--- src/sv/bafc_pkg.sv ---
// Shared types, register indexes and constants for the box-average false-color block.
// Used by bafc_datapath, bafc_ctrl and the top level; depends on nothing.
`default_nettype none

package bafc_pkg;

  // Configuration port geometry.
  localparam int CFG_W  = 16;
  localparam int APER_W = 5;
  localparam int IDX_W  = 3;

  // Configuration register indexes.
  localparam logic [IDX_W-1:0] REG_TEMP_MIN     = 3'd0;
  localparam logic [IDX_W-1:0] REG_TEMP_MAX     = 3'd1;
  localparam logic [IDX_W-1:0] REG_AMBIENT_TEMP = 3'd2;
  localparam logic [IDX_W-1:0] REG_HOTTEST_TEMP = 3'd3;
  localparam logic [IDX_W-1:0] REG_SPAN_TEMP    = 3'd4;
  localparam logic [IDX_W-1:0] REG_NULL_TEMP    = 3'd5;
  localparam logic [IDX_W-1:0] REG_APERTURE     = 3'd6;

  // Register values after reset.
  localparam logic signed [CFG_W-1:0] RST_TEMP_MIN     = 16'sd0;
  localparam logic signed [CFG_W-1:0] RST_TEMP_MAX     = 16'sd255;
  localparam logic signed [CFG_W-1:0] RST_AMBIENT_TEMP = 16'sd0;
  localparam logic signed [CFG_W-1:0] RST_HOTTEST_TEMP = 16'sd255;
  localparam logic        [CFG_W-1:0] RST_SPAN_TEMP    = 16'd255;
  localparam logic signed [CFG_W-1:0] RST_NULL_TEMP    = -16'sd459;
  localparam logic       [APER_W-1:0] RST_APERTURE     = 5'd1;

  // Default parameter values for the top level.
  localparam int MAX_APERTURE_DEF = 16;
  localparam int SAMPLE_BITS_DEF  = 16;

  // Hue scale: Q3.8, full scale 4.0 (1024), fraction scaled by 256.
  localparam int               HUE_W      = 11;
  localparam int               FRAC_SHIFT = 10;
  localparam logic [HUE_W-1:0] HUE_FULL   = 11'd1024;
  localparam int               COLOR_W    = 8;
  localparam logic [COLOR_W-1:0] COLOR_MAX = 8'd255;

  // Commands from the controller to the datapath.
  typedef struct packed {
    logic acc_en;     // accumulate the accepted item
    logic avg_start;  // start the average division
    logic avg_load;   // capture the floor average
    logic hue_start;  // clamp, flag, and start the hue division
    logic out_load;   // load the output register with the pixel
  } bafc_cmd_t;

  // Status from the datapath to the controller.
  typedef struct packed {
    logic blk_done;   // this item completes a block
    logic div_done;   // divider finished this cycle
  } bafc_sts_t;

endpackage

`default_nettype wire

--- src/sv/bafc_div.sv ---
// Iterative restoring divider, one quotient bit per cycle, unsigned operands.
// Depends on nothing; used by bafc_datapath for both the average and the hue.
`default_nettype none

module bafc_div #(
  parameter int DVD_W = 26,
  parameter int DVS_W = 16
) (
  input  wire logic             clk,
  input  wire logic             rst_n,
  input  wire logic             start,
  input  wire logic [DVD_W-1:0] dividend,
  input  wire logic [DVS_W-1:0] divisor,
  output logic                  done,
  output logic      [DVD_W-1:0] quot,
  output logic      [DVS_W-1:0] rem
);

  localparam int CW = $clog2(DVD_W + 1);

  logic [DVD_W-1:0] quot_r, quot_nxt;
  logic [DVS_W-1:0] rem_r, rem_nxt;
  logic [DVS_W-1:0] dvs_r, dvs_nxt;
  logic [CW-1:0]    cnt_r, cnt_nxt;
  logic             run_r, run_nxt;
  logic             done_r, done_nxt;
  logic [DVS_W:0]   rem_sh;
  logic [DVS_W:0]   diff;
  logic             ge;

  // One trial subtraction of the shifted partial remainder.
  assign rem_sh = {rem_r, quot_r[DVD_W-1]};
  assign diff   = rem_sh - {1'b0, dvs_r};
  assign ge     = ~diff[DVS_W];

  always_comb begin
    quot_nxt = quot_r;
    rem_nxt  = rem_r;
    dvs_nxt  = dvs_r;
    cnt_nxt  = cnt_r;
    run_nxt  = run_r;
    done_nxt = 1'b0;
    if (start) begin
      quot_nxt = dividend;
      rem_nxt  = '0;
      dvs_nxt  = divisor;
      cnt_nxt  = CW'(DVD_W);
      run_nxt  = 1'b1;
    end else if (run_r) begin
      quot_nxt = {quot_r[DVD_W-2:0], ge};
      rem_nxt  = ge ? diff[DVS_W-1:0] : rem_sh[DVS_W-1:0];
      cnt_nxt  = cnt_r - CW'(1);
      if (cnt_r == CW'(1)) begin
        run_nxt  = 1'b0;
        done_nxt = 1'b1;
      end
    end
  end

  // Control state is reset; operands are not.
  always_ff @(posedge clk) begin
    if (!rst_n) begin
      run_r  <= 1'b0;
      done_r <= 1'b0;
    end else begin
      run_r  <= run_nxt;
      done_r <= done_nxt;
    end
  end

  always_ff @(posedge clk) begin
    quot_r <= quot_nxt;
    rem_r  <= rem_nxt;
    dvs_r  <= dvs_nxt;
    cnt_r  <= cnt_nxt;
  end

  assign done = done_r;
  assign quot = quot_r;
  assign rem  = rem_r;

endmodule

`default_nettype wire

--- src/sv/bafc_datapath.sv ---
// Datapath: configuration registers, block accumulator, shared divider, hue and color.
// Depends on bafc_pkg and bafc_div; driven by commands from bafc_ctrl.
`default_nettype none

module bafc_datapath
  import bafc_pkg::*;
#(
  parameter int MAX_APERTURE = MAX_APERTURE_DEF,
  parameter int SAMPLE_BITS  = SAMPLE_BITS_DEF
) (
  input  wire logic                          clk,
  input  wire logic                          rst_n,
  input  wire logic                          cfg_we,
  input  wire logic              [IDX_W-1:0] cfg_index,
  input  wire logic              [CFG_W-1:0] cfg_wdata,
  input  wire logic signed [SAMPLE_BITS-1:0] in_sample_temp,
  input  wire bafc_cmd_t                     cmd,
  output bafc_sts_t                          sts,
  output logic                 [COLOR_W-1:0] out_red,
  output logic                 [COLOR_W-1:0] out_green,
  output logic                 [COLOR_W-1:0] out_blue,
  output logic signed            [CFG_W-1:0] out_avg_temp,
  output logic                               out_out_of_range
);

  localparam int VAL_W = (SAMPLE_BITS > CFG_W) ? SAMPLE_BITS : CFG_W;
  localparam int CNT_W = $clog2(MAX_APERTURE * MAX_APERTURE + 1);
  localparam int SUM_W = VAL_W + CNT_W;
  localparam int HDV_W = VAL_W + FRAC_SHIFT;
  localparam int DVD_W = (SUM_W > HDV_W) ? SUM_W : HDV_W;
  localparam int DVS_W = (CNT_W > CFG_W) ? CNT_W : CFG_W;
  localparam int APW   = $clog2(MAX_APERTURE + 1);
  localparam int EW    = (APW > APER_W) ? APW : APER_W;

  // Configuration registers.
  logic signed [CFG_W-1:0] temp_min_r, temp_max_r, ambient_r, hottest_r, null_r;
  logic        [CFG_W-1:0] span_r;
  logic       [APER_W-1:0] aperture_r;

  always_ff @(posedge clk) begin
    if (!rst_n) begin
      temp_min_r <= RST_TEMP_MIN;
      temp_max_r <= RST_TEMP_MAX;
      ambient_r  <= RST_AMBIENT_TEMP;
      hottest_r  <= RST_HOTTEST_TEMP;
      span_r     <= RST_SPAN_TEMP;
      null_r     <= RST_NULL_TEMP;
      aperture_r <= RST_APERTURE;
    end else if (cfg_we) begin
      unique case (cfg_index)
        REG_TEMP_MIN:     temp_min_r <= cfg_wdata;
        REG_TEMP_MAX:     temp_max_r <= cfg_wdata;
        REG_AMBIENT_TEMP: ambient_r  <= cfg_wdata;
        REG_HOTTEST_TEMP: hottest_r  <= cfg_wdata;
        REG_SPAN_TEMP:    span_r     <= cfg_wdata;
        REG_NULL_TEMP:    null_r     <= cfg_wdata;
        REG_APERTURE:     aperture_r <= cfg_wdata[APER_W-1:0];
        default: ;
      endcase
    end
  end

  // Effective aperture, bounded to 1..MAX_APERTURE, and the block size it needs.
  logic [EW-1:0]   ap_ext, ap_eff;
  logic [2*EW-1:0] need;

  assign ap_ext = EW'(aperture_r);
  always_comb begin
    if (ap_ext == '0) begin
      ap_eff = EW'(1);
    end else if (ap_ext > EW'(MAX_APERTURE)) begin
      ap_eff = EW'(MAX_APERTURE);
    end else begin
      ap_eff = ap_ext;
    end
  end
  assign need = (2*EW)'(ap_eff) * (2*EW)'(ap_eff);

  // Accumulator: each sample is raised to temp_min and added to the block sum.
  logic signed [VAL_W-1:0] samp_ext, tmin_ext, samp_clamp;
  logic signed [SUM_W-1:0] sum_r, sum_nxt, fin_sum_r;
  logic        [CNT_W-1:0] count_r, count_nxt, fin_cnt_r;

  assign samp_ext   = VAL_W'(in_sample_temp);
  assign tmin_ext   = VAL_W'(temp_min_r);
  assign samp_clamp = (samp_ext < tmin_ext) ? tmin_ext : samp_ext;
  assign sum_nxt    = sum_r + SUM_W'(samp_clamp);
  assign count_nxt  = count_r + CNT_W'(1);
  assign sts.blk_done = ((2*EW)'(count_nxt) >= need);

  always_ff @(posedge clk) begin
    if (!rst_n) begin
      sum_r   <= '0;
      count_r <= '0;
    end else if (cmd.acc_en) begin
      if (sts.blk_done) begin
        sum_r   <= '0;
        count_r <= '0;
      end else begin
        sum_r   <= sum_nxt;
        count_r <= count_nxt;
      end
    end
  end

  // The finished block is held while the divider works on it.
  always_ff @(posedge clk) begin
    if (cmd.acc_en && sts.blk_done) begin
      fin_sum_r <= sum_nxt;
      fin_cnt_r <= count_nxt;
    end
  end

  // Hue operands: clamp the average into the ambient..hottest band.
  logic signed [VAL_W-1:0] avg_r, amb_ext, hot_ext, tmax_ext, null_ext, t_clamp;
  logic signed   [VAL_W:0] d_val;
  logic                    d_pos;

  assign amb_ext  = VAL_W'(ambient_r);
  assign hot_ext  = VAL_W'(hottest_r);
  assign tmax_ext = VAL_W'(temp_max_r);
  assign null_ext = VAL_W'(null_r);

  always_comb begin
    if (avg_r < amb_ext) begin
      t_clamp = amb_ext;
    end else if (avg_r > hot_ext) begin
      t_clamp = hot_ext;
    end else begin
      t_clamp = avg_r;
    end
  end
  assign d_val = (VAL_W+1)'(t_clamp) - (VAL_W+1)'(amb_ext);
  assign d_pos = !d_val[VAL_W] && (d_val != '0);

  // Shared divider: floor average first, then the hue quotient.
  logic [SUM_W-1:0] sum_mag;
  logic [DVD_W-1:0] div_dvd, div_quot;
  logic [DVS_W-1:0] div_dvs, div_rem;
  logic             div_start;

  assign sum_mag   = fin_sum_r[SUM_W-1] ? SUM_W'(-fin_sum_r) : SUM_W'(fin_sum_r);
  assign div_start = cmd.avg_start | cmd.hue_start;

  always_comb begin
    if (cmd.hue_start) begin
      div_dvd = d_pos ? DVD_W'({d_val[VAL_W-1:0], {FRAC_SHIFT{1'b0}}}) : '0;
      div_dvs = (span_r == '0) ? DVS_W'(1) : DVS_W'(span_r);
    end else begin
      div_dvd = DVD_W'(sum_mag);
      div_dvs = DVS_W'(fin_cnt_r);
    end
  end

  bafc_div #(
    .DVD_W(DVD_W),
    .DVS_W(DVS_W)
  ) u_div (
    .clk      (clk),
    .rst_n    (rst_n),
    .start    (div_start),
    .dividend (div_dvd),
    .divisor  (div_dvs),
    .done     (sts.div_done),
    .quot     (div_quot),
    .rem      (div_rem)
  );

  // Floor average: a negative sum with a remainder rounds one further down.
  logic [DVD_W:0] q_up, avg_full;

  assign q_up = {1'b0, div_quot} + (DVD_W+1)'(div_rem != '0);
  assign avg_full = fin_sum_r[SUM_W-1] ? -q_up : {1'b0, div_quot};

  always_ff @(posedge clk) begin
    if (cmd.avg_load) begin
      avg_r <= avg_full[VAL_W-1:0];
    end
  end

  // Flags taken when the hue division starts.
  logic oor_r, blank_r, dpos_r;

  always_ff @(posedge clk) begin
    if (cmd.hue_start) begin
      oor_r   <= (avg_r > tmax_ext);
      blank_r <= (avg_r == null_ext);
      dpos_r  <= d_pos;
    end
  end

  // Hue in Q3.8, saturated to 0..4.0, then the five-segment rainbow.
  logic [HUE_W-1:0]   hue;
  logic [COLOR_W-1:0] frac, r_c, g_c, b_c;

  always_comb begin
    if (!dpos_r) begin
      hue = HUE_FULL;
    end else if (div_quot > DVD_W'(HUE_FULL)) begin
      hue = '0;
    end else begin
      hue = HUE_FULL - div_quot[HUE_W-1:0];
    end
  end
  assign frac = hue[COLOR_W-1:0];

  always_comb begin
    unique case (hue[HUE_W-1:COLOR_W])
      3'd1: begin
        r_c = COLOR_MAX - frac; g_c = COLOR_MAX; b_c = '0;
      end
      3'd2: begin
        r_c = '0; g_c = COLOR_MAX; b_c = frac;
      end
      3'd3: begin
        r_c = '0; g_c = COLOR_MAX - frac; b_c = COLOR_MAX;
      end
      3'd4: begin
        r_c = frac; g_c = '0; b_c = COLOR_MAX;
      end
      default: begin
        r_c = COLOR_MAX; g_c = frac; b_c = '0;
      end
    endcase
  end

  // Output register; out-of-range and sentinel averages are shown black.
  always_ff @(posedge clk) begin
    if (cmd.out_load) begin
      out_red          <= (oor_r || blank_r) ? '0 : r_c;
      out_green        <= (oor_r || blank_r) ? '0 : g_c;
      out_blue         <= (oor_r || blank_r) ? '0 : b_c;
      out_avg_temp     <= avg_r[CFG_W-1:0];
      out_out_of_range <= oor_r;
    end
  end

endmodule

`default_nettype wire

--- src/sv/bafc_ctrl.sv ---
// Controller state machine: handshakes, sequencing of the two divisions, output valid.
// Depends on bafc_pkg; drives bafc_datapath through command and status structs.
`default_nettype none

module bafc_ctrl
  import bafc_pkg::*;
(
  input  wire logic      clk,
  input  wire logic      rst_n,
  input  wire logic      in_valid,
  output logic           in_ready,
  output logic           out_valid,
  input  wire logic      out_ready,
  input  wire bafc_sts_t sts,
  output bafc_cmd_t      cmd
);

  typedef enum logic [5:0] {
    S_IDLE     = 6'b000001,
    S_AVG_GO   = 6'b000010,
    S_AVG_WAIT = 6'b000100,
    S_HUE_GO   = 6'b001000,
    S_HUE_WAIT = 6'b010000,
    S_EMIT     = 6'b100000
  } state_t;

  state_t state_r, state_nxt;
  logic   out_valid_r, out_valid_nxt;
  logic   accept, slot_free;

  assign in_ready  = (state_r == S_IDLE);
  assign accept    = in_valid && in_ready;
  assign slot_free = !out_valid_r || out_ready;

  // Sequencing: accumulate, divide for the average, divide for the hue, emit.
  always_comb begin
    state_nxt     = state_r;
    cmd           = '0;
    cmd.acc_en    = accept;
    out_valid_nxt = out_valid_r && !out_ready;
    unique case (state_r)
      S_IDLE: begin
        if (accept && sts.blk_done) begin
          state_nxt = S_AVG_GO;
        end
      end
      S_AVG_GO: begin
        cmd.avg_start = 1'b1;
        state_nxt     = S_AVG_WAIT;
      end
      S_AVG_WAIT: begin
        if (sts.div_done) begin
          cmd.avg_load = 1'b1;
          state_nxt    = S_HUE_GO;
        end
      end
      S_HUE_GO: begin
        cmd.hue_start = 1'b1;
        state_nxt     = S_HUE_WAIT;
      end
      S_HUE_WAIT: begin
        if (sts.div_done) begin
          state_nxt = S_EMIT;
        end
      end
      S_EMIT: begin
        if (slot_free) begin
          cmd.out_load  = 1'b1;
          out_valid_nxt = 1'b1;
          state_nxt     = S_IDLE;
        end
      end
      default: state_nxt = S_IDLE;
    endcase
  end

  always_ff @(posedge clk) begin
    if (!rst_n) begin
      state_r     <= S_IDLE;
      out_valid_r <= 1'b0;
    end else begin
      state_r     <= state_nxt;
      out_valid_r <= out_valid_nxt;
    end
  end

  assign out_valid = out_valid_r;

endmodule

`default_nettype wire

--- src/sv/box_average_false_color.sv ---
// Box-average false-color block: averages aperture-squared samples into one colored pixel.
// An item that does not close a block is accepted without a stall. An item that closes a block keeps
// the input stalled while the shared divider, one quotient bit per cycle, forms the floor average
// and then the hue, and longer while the previous pixel is not yet taken.
// The pixel waits in an output register, so input is taken again while it is pending.
// Synchronous active-low reset clears the accumulator and the output valid and loads the configuration reset values.
`default_nettype none

module box_average_false_color
  import bafc_pkg::*;
#(
  parameter int MAX_APERTURE = MAX_APERTURE_DEF,
  parameter int SAMPLE_BITS  = SAMPLE_BITS_DEF
) (
  input  wire logic                          clk,
  input  wire logic                          rst_n,
  input  wire logic                          cfg_we,
  input  wire logic              [IDX_W-1:0] cfg_index,
  input  wire logic              [CFG_W-1:0] cfg_wdata,
  input  wire logic                          in_valid,
  output logic                               in_ready,
  input  wire logic signed [SAMPLE_BITS-1:0] in_sample_temp,
  output logic                               out_valid,
  input  wire logic                          out_ready,
  output logic                 [COLOR_W-1:0] out_red,
  output logic                 [COLOR_W-1:0] out_green,
  output logic                 [COLOR_W-1:0] out_blue,
  output logic signed            [CFG_W-1:0] out_avg_temp,
  output logic                               out_out_of_range
);

  bafc_cmd_t cmd;
  bafc_sts_t sts;

  // Sequencer.
  bafc_ctrl u_ctrl (
    .clk       (clk),
    .rst_n     (rst_n),
    .in_valid  (in_valid),
    .in_ready  (in_ready),
    .out_valid (out_valid),
    .out_ready (out_ready),
    .sts       (sts),
    .cmd       (cmd)
  );

  // Arithmetic and storage.
  bafc_datapath #(
    .MAX_APERTURE (MAX_APERTURE),
    .SAMPLE_BITS  (SAMPLE_BITS)
  ) u_dp (
    .clk              (clk),
    .rst_n            (rst_n),
    .cfg_we           (cfg_we),
    .cfg_index        (cfg_index),
    .cfg_wdata        (cfg_wdata),
    .in_sample_temp   (in_sample_temp),
    .cmd              (cmd),
    .sts              (sts),
    .out_red          (out_red),
    .out_green        (out_green),
    .out_blue         (out_blue),
    .out_avg_temp     (out_avg_temp),
    .out_out_of_range (out_out_of_range)
  );

endmodule

`default_nettype wire
--- config.mk ---
export PLATFORM = sky130hd
export DESIGN_NAME = box_average_false_color
export DESIGN_NICKNAME = d
export VERILOG_FILES = /design/src/sv/bafc_pkg.sv /design/src/sv/bafc_div.sv /design/src/sv/bafc_datapath.sv /design/src/sv/bafc_ctrl.sv /design/src/sv/box_average_false_color.sv
export SDC_FILE = /design/constraint.sdc
export NUM_CORES = 1
export LEC_CHECK = 0
export ABC_AREA = 1
export CAP_MARGIN = 5
export CELL_PAD_IN_SITES_DETAIL_PLACEMENT = 1
export CELL_PAD_IN_SITES_GLOBAL_PLACEMENT = 1
export CORE_UTILIZATION = 48
export DETAILED_ROUTE_END_ITERATION = 7
export DONT_BUFFER_PORTS = 1
export PLACE_DENSITY = 0.83
export SETUP_SLACK_MARGIN = 0.5
export SYNTH_ARGS = -nofsm -noshare
export SYNTH_HDL_FRONTEND = slang
export SYNTH_SLANG_ARGS = --single-unit
--- constraint.sdc ---
create_clock -name clk -period 5.95 [get_ports clk]
set_clock_uncertainty 0.1 [all_clocks]
set_input_delay 0.595 -clock clk [delete_from_list [all_inputs] [get_ports clk]]
set_output_delay 0.595 -clock clk [all_outputs]
set_load 0.01 [all_outputs]
==> results.ini <==
[synth]
synth_edf_count=136
synth_top_area_share_pct=21.0
yosys_warnings=0
synth.avg_cell_area_um2=7.57
synthFlopType=dfxtp_1
yosysSeqAreaShare_pct=38.0
yosys.area.top_type=edfxtp_1
yosys-top-cells-area=edfxtp_1 21%, dfxtp_1 17%, nand2_1 11%
ys_top_cells_by_count=572 x nand2_1, 341 x inv_1, 235 x a21oi_1, 210 x nor2_1, 171 x nand3_1
yosysMostFrequentCell=nand2_1
synth_cell_types=58
synth_area_um2=19500
netlist_instances=2571
synthArstFlopShare_pct=0
ys_ff_latch=301

[clock_tree]
cts.path.max_buffers=3
cts_tree=done
numCtsBuffers=37
clk_pin_slew_ns=0.06
root_buffer=clkbuf_16
cts_max_level=2
post-cts-setup-buffers=0
clock_latency_ns=0.57
clock_sinks=301

[power_and_ir_drop]
total_power_mw=6.74
vdd_drop_max_mv=0.167
power_density_nw_per_um2=318
p_leak_nw=9.45

[global_routing]
grt_usage_pct=32.0
grt_pass1_vias=18500
grt_pass1_wl_mm=102
gr-total-overflow=0
antenna_found_initial=4
grt_max_degree=106

[setup_path]
rr_worst_depth=25
crit_fanout=17
reg2reg_slack_ns=0.87
r2r-start=u_dp.avg_r[13]$_DFFE_PP_
cp_slowest_stage_delay_ns=0.54
cp_data_arrival_time_ns=5.28
required_ns=6.15
crit_top_cell=nand2_1
worst_path_max_delay_cell=edfxtp_1
critPathTopFamily=simple AND/OR/NAND/NOR gates
path_class=reg2reg
cp-end-kind=flop
crit_buf_inv=1
r2r_end=u_dp.u_div.quot[25]$_DFFE_PP_
crit_path_start_kind=flop

[final_layout]
postLayoutCoreUtil_pct=53.2
drive_gt1_share_pct=4.69
syn_to_final_growth_pct=8.82
fillerInstances=5038
nNetsFinal=2769

[floorplan]
ios=83
row_count=73
initial_core_util_pct=48.8
fp.dieH_um=203
dieArea_um2=41300
core_area_um2=39800
die_w_um=203

[sta]
worst_pin_slew_ns=1.14
finalSetupViolCount=0
fin_ws_ns=0.871
rsz0062_at_grt=yes
fin_crit_sh_pct=85.4
post-route-min-period_ns=5.08
slew_headroom_pct=22.7
drv_slew=0
fmax_mhz=197
hold_viol_final=0
tns_ns=0

[routing]
routed_wl_mm=65.0
vias_per_cell=5.70
drtPass1Iterations=6
ant_nets=0
wl_per_cell_um=20.9
drtIter0Drc=1157
vias=17700
drc=0

[hold_path]
holdPathEnd=u_dp.null_ext[2]$_SDFFE_PN1P_
min_path_cells=1
min_from=rst_n
hp-class=in2reg

[placement]
gp_congestion=0.928
port_buffers=0
dp_slack_ns=0.762
post-dp-hpwl_mm=49.3

[status]
status=finished clean

[flow_run]
maxCapViolations=0

-- area by class of cell --
| cell class | count | area [um2] | area share (%) |
|---|---|---|---|
| antenna | 4 | 10.0 | 0.0473 |
| clock buffer | 51 | 1050 | 4.97 |
| clock inverter | 16 | 175 | 0.828 |
| inverter | 347 | 1310 | 6.19 |
| multi-input combinational | 1853 | 10500 | 49.5 |
| sequential | 301 | 7390 | 34.9 |
| tap | 525 | 657 | 3.10 |
| timing repair buffer | 14 | 105 | 0.497 |
-- cell usage in the layout (no fill, tap or decap), types with 31 or more instances in the layout --
cell and n:
clkbuf_16 39, edfxtp_1 136, o21ai_0 164, ha_1 169
nor2_1 210, nand3_1 169, dfxtp_1 165, nand4_1 49
a21oi_1 234, inv_1 341, xnor2_1 35, nand2_1 572
nor3_1 31, xor2_1 54
-- layer usage --
| metal | track usage, % | vias up | share of wire (%) |
|---|---|---|---|
| met5 | 0 | - | 0 |
| li1 | - | 8542 | - |
| met4 | 12.9 | 0 | 4.0 |
| met1 | 39.7 | 8636 | 43 |
| met2 | 53.6 | 431 | 46 |
| met3 | 7.22 | 130 | 6.1 |
-- power breakdown --
group          internal (mW)  total [mW]  switching (mW)
Sequential              2.40        2.54           0.143
Clock                   1.37        2.33           0.954
Combinational          0.604        1.87            1.26
Total                   4.38        6.74            2.36
-- how the worst max path moves through the flow --
| stage | startpoint | endpoint | depth (start not counted) |
|---|---|---|---|
| floorplan | u_dp.ap_ext[4]$_SDFFE_PN0P_ | u_dp.fin_cnt_r[0]$_DFFE_PP_ | 24 |
| global placement | u_dp.avg_r[9]$_DFFE_PP_ | u_dp.u_div.quot[17]$_DFFE_PP_ | 23 |
| detailed placement | u_dp.avg_r[9]$_DFFE_PP_ | u_dp.u_div.quot[25]$_DFFE_PP_ | 26 |
| CTS | u_dp.avg_r[13]$_DFFE_PP_ | u_dp.u_div.quot[25]$_DFFE_PP_ | 25 |
| global route | u_dp.ap_ext[4]$_SDFFE_PN0P_ | u_dp.sum_r[11]$_SDFFE_PN0P_ | 24 |
| finish | u_dp.avg_r[13]$_DFFE_PP_ | u_dp.u_div.quot[25]$_DFFE_PP_ | 25 |
-- per-stage QoR --
stage / cells / instance area, um2 / hold WS [ns]
2_1_floorplan: 2573 / 19500 / 0.317
3_3_place_gp: 3040 / 19900 / 0.346
3_5_place_dp: 3040 / 19900 / 0.348
4_1_cts: 3107 / 21100 / 0.000980
5_1_grt: 3107 / 21200 / 0.00646
6_report: 3111 / 21200 / 0.0297
-- registers in the layout, indices dropped and copies added (netlist names), 9 cells and up --
signal and flops:
u_dp.amb_ext 16, u_dp.fin_cnt_r 9, u_dp.temp_max_r 16, u_dp.u_div.quot 26, u_dp.count_r 9, u_dp.hot_ext 16, u_dp.out_avg_temp 16, u_dp.span_r 16
u_dp.null_ext 16, u_dp.sum_r 25, u_dp.temp_min_r 16, u_dp.avg_r 16, u_dp.u_div.rem 16, u_dp.u_div.dvs_r 16, u_dp.fin_sum_r 25
-- worst register-to-register path, stage by stage, from the launching register on --
cell and delay, ns:
edfxtp_1 0.54, ha_1 0.38, a21oi_1 0.20, nor2_1 0.06
nor3_1 0.31, nand2_1 0.12, nand2_1 0.44, nand3_4 0.31
nand2_1 0.15, nand3_1 0.08, nand2_1 0.09, ha_1 0.13
inv_1 0.08, fa_1 0.41, nand3_1 0.11, nand2_1 0.12
nand2_1 0.09, nand2_1 0.08, nand2_1 0.10, nand3_1 0.07
nand2_1 0.09, nand2_1 0.06, nor2_1 0.16, nand3_2 0.22
nand2_1 0.21, o21ai_0 0.10
-- repair_timing --
action                                  in CTS  in global routing
resized for setup                            0                  3
hold buffers                                 0                  0
endpoints found under the setup margin       0                 18
-- cell families after synthesis --
logic type | after synthesis | synth area share, %
other | 1 | 0.0193
AO/OA/AOI/OAI | 496 | 14.0
adder cells (fa/ha/maj) | 175 | 11.5
buffers and inverters | 419 | 8.41
flip-flops | 301 | 38.0
AND/OR/NAND/NOR | 1089 | 24.1
XOR/XNOR | 90 | 4.05
Note: power is estimated with default switching activity, not from simulation.
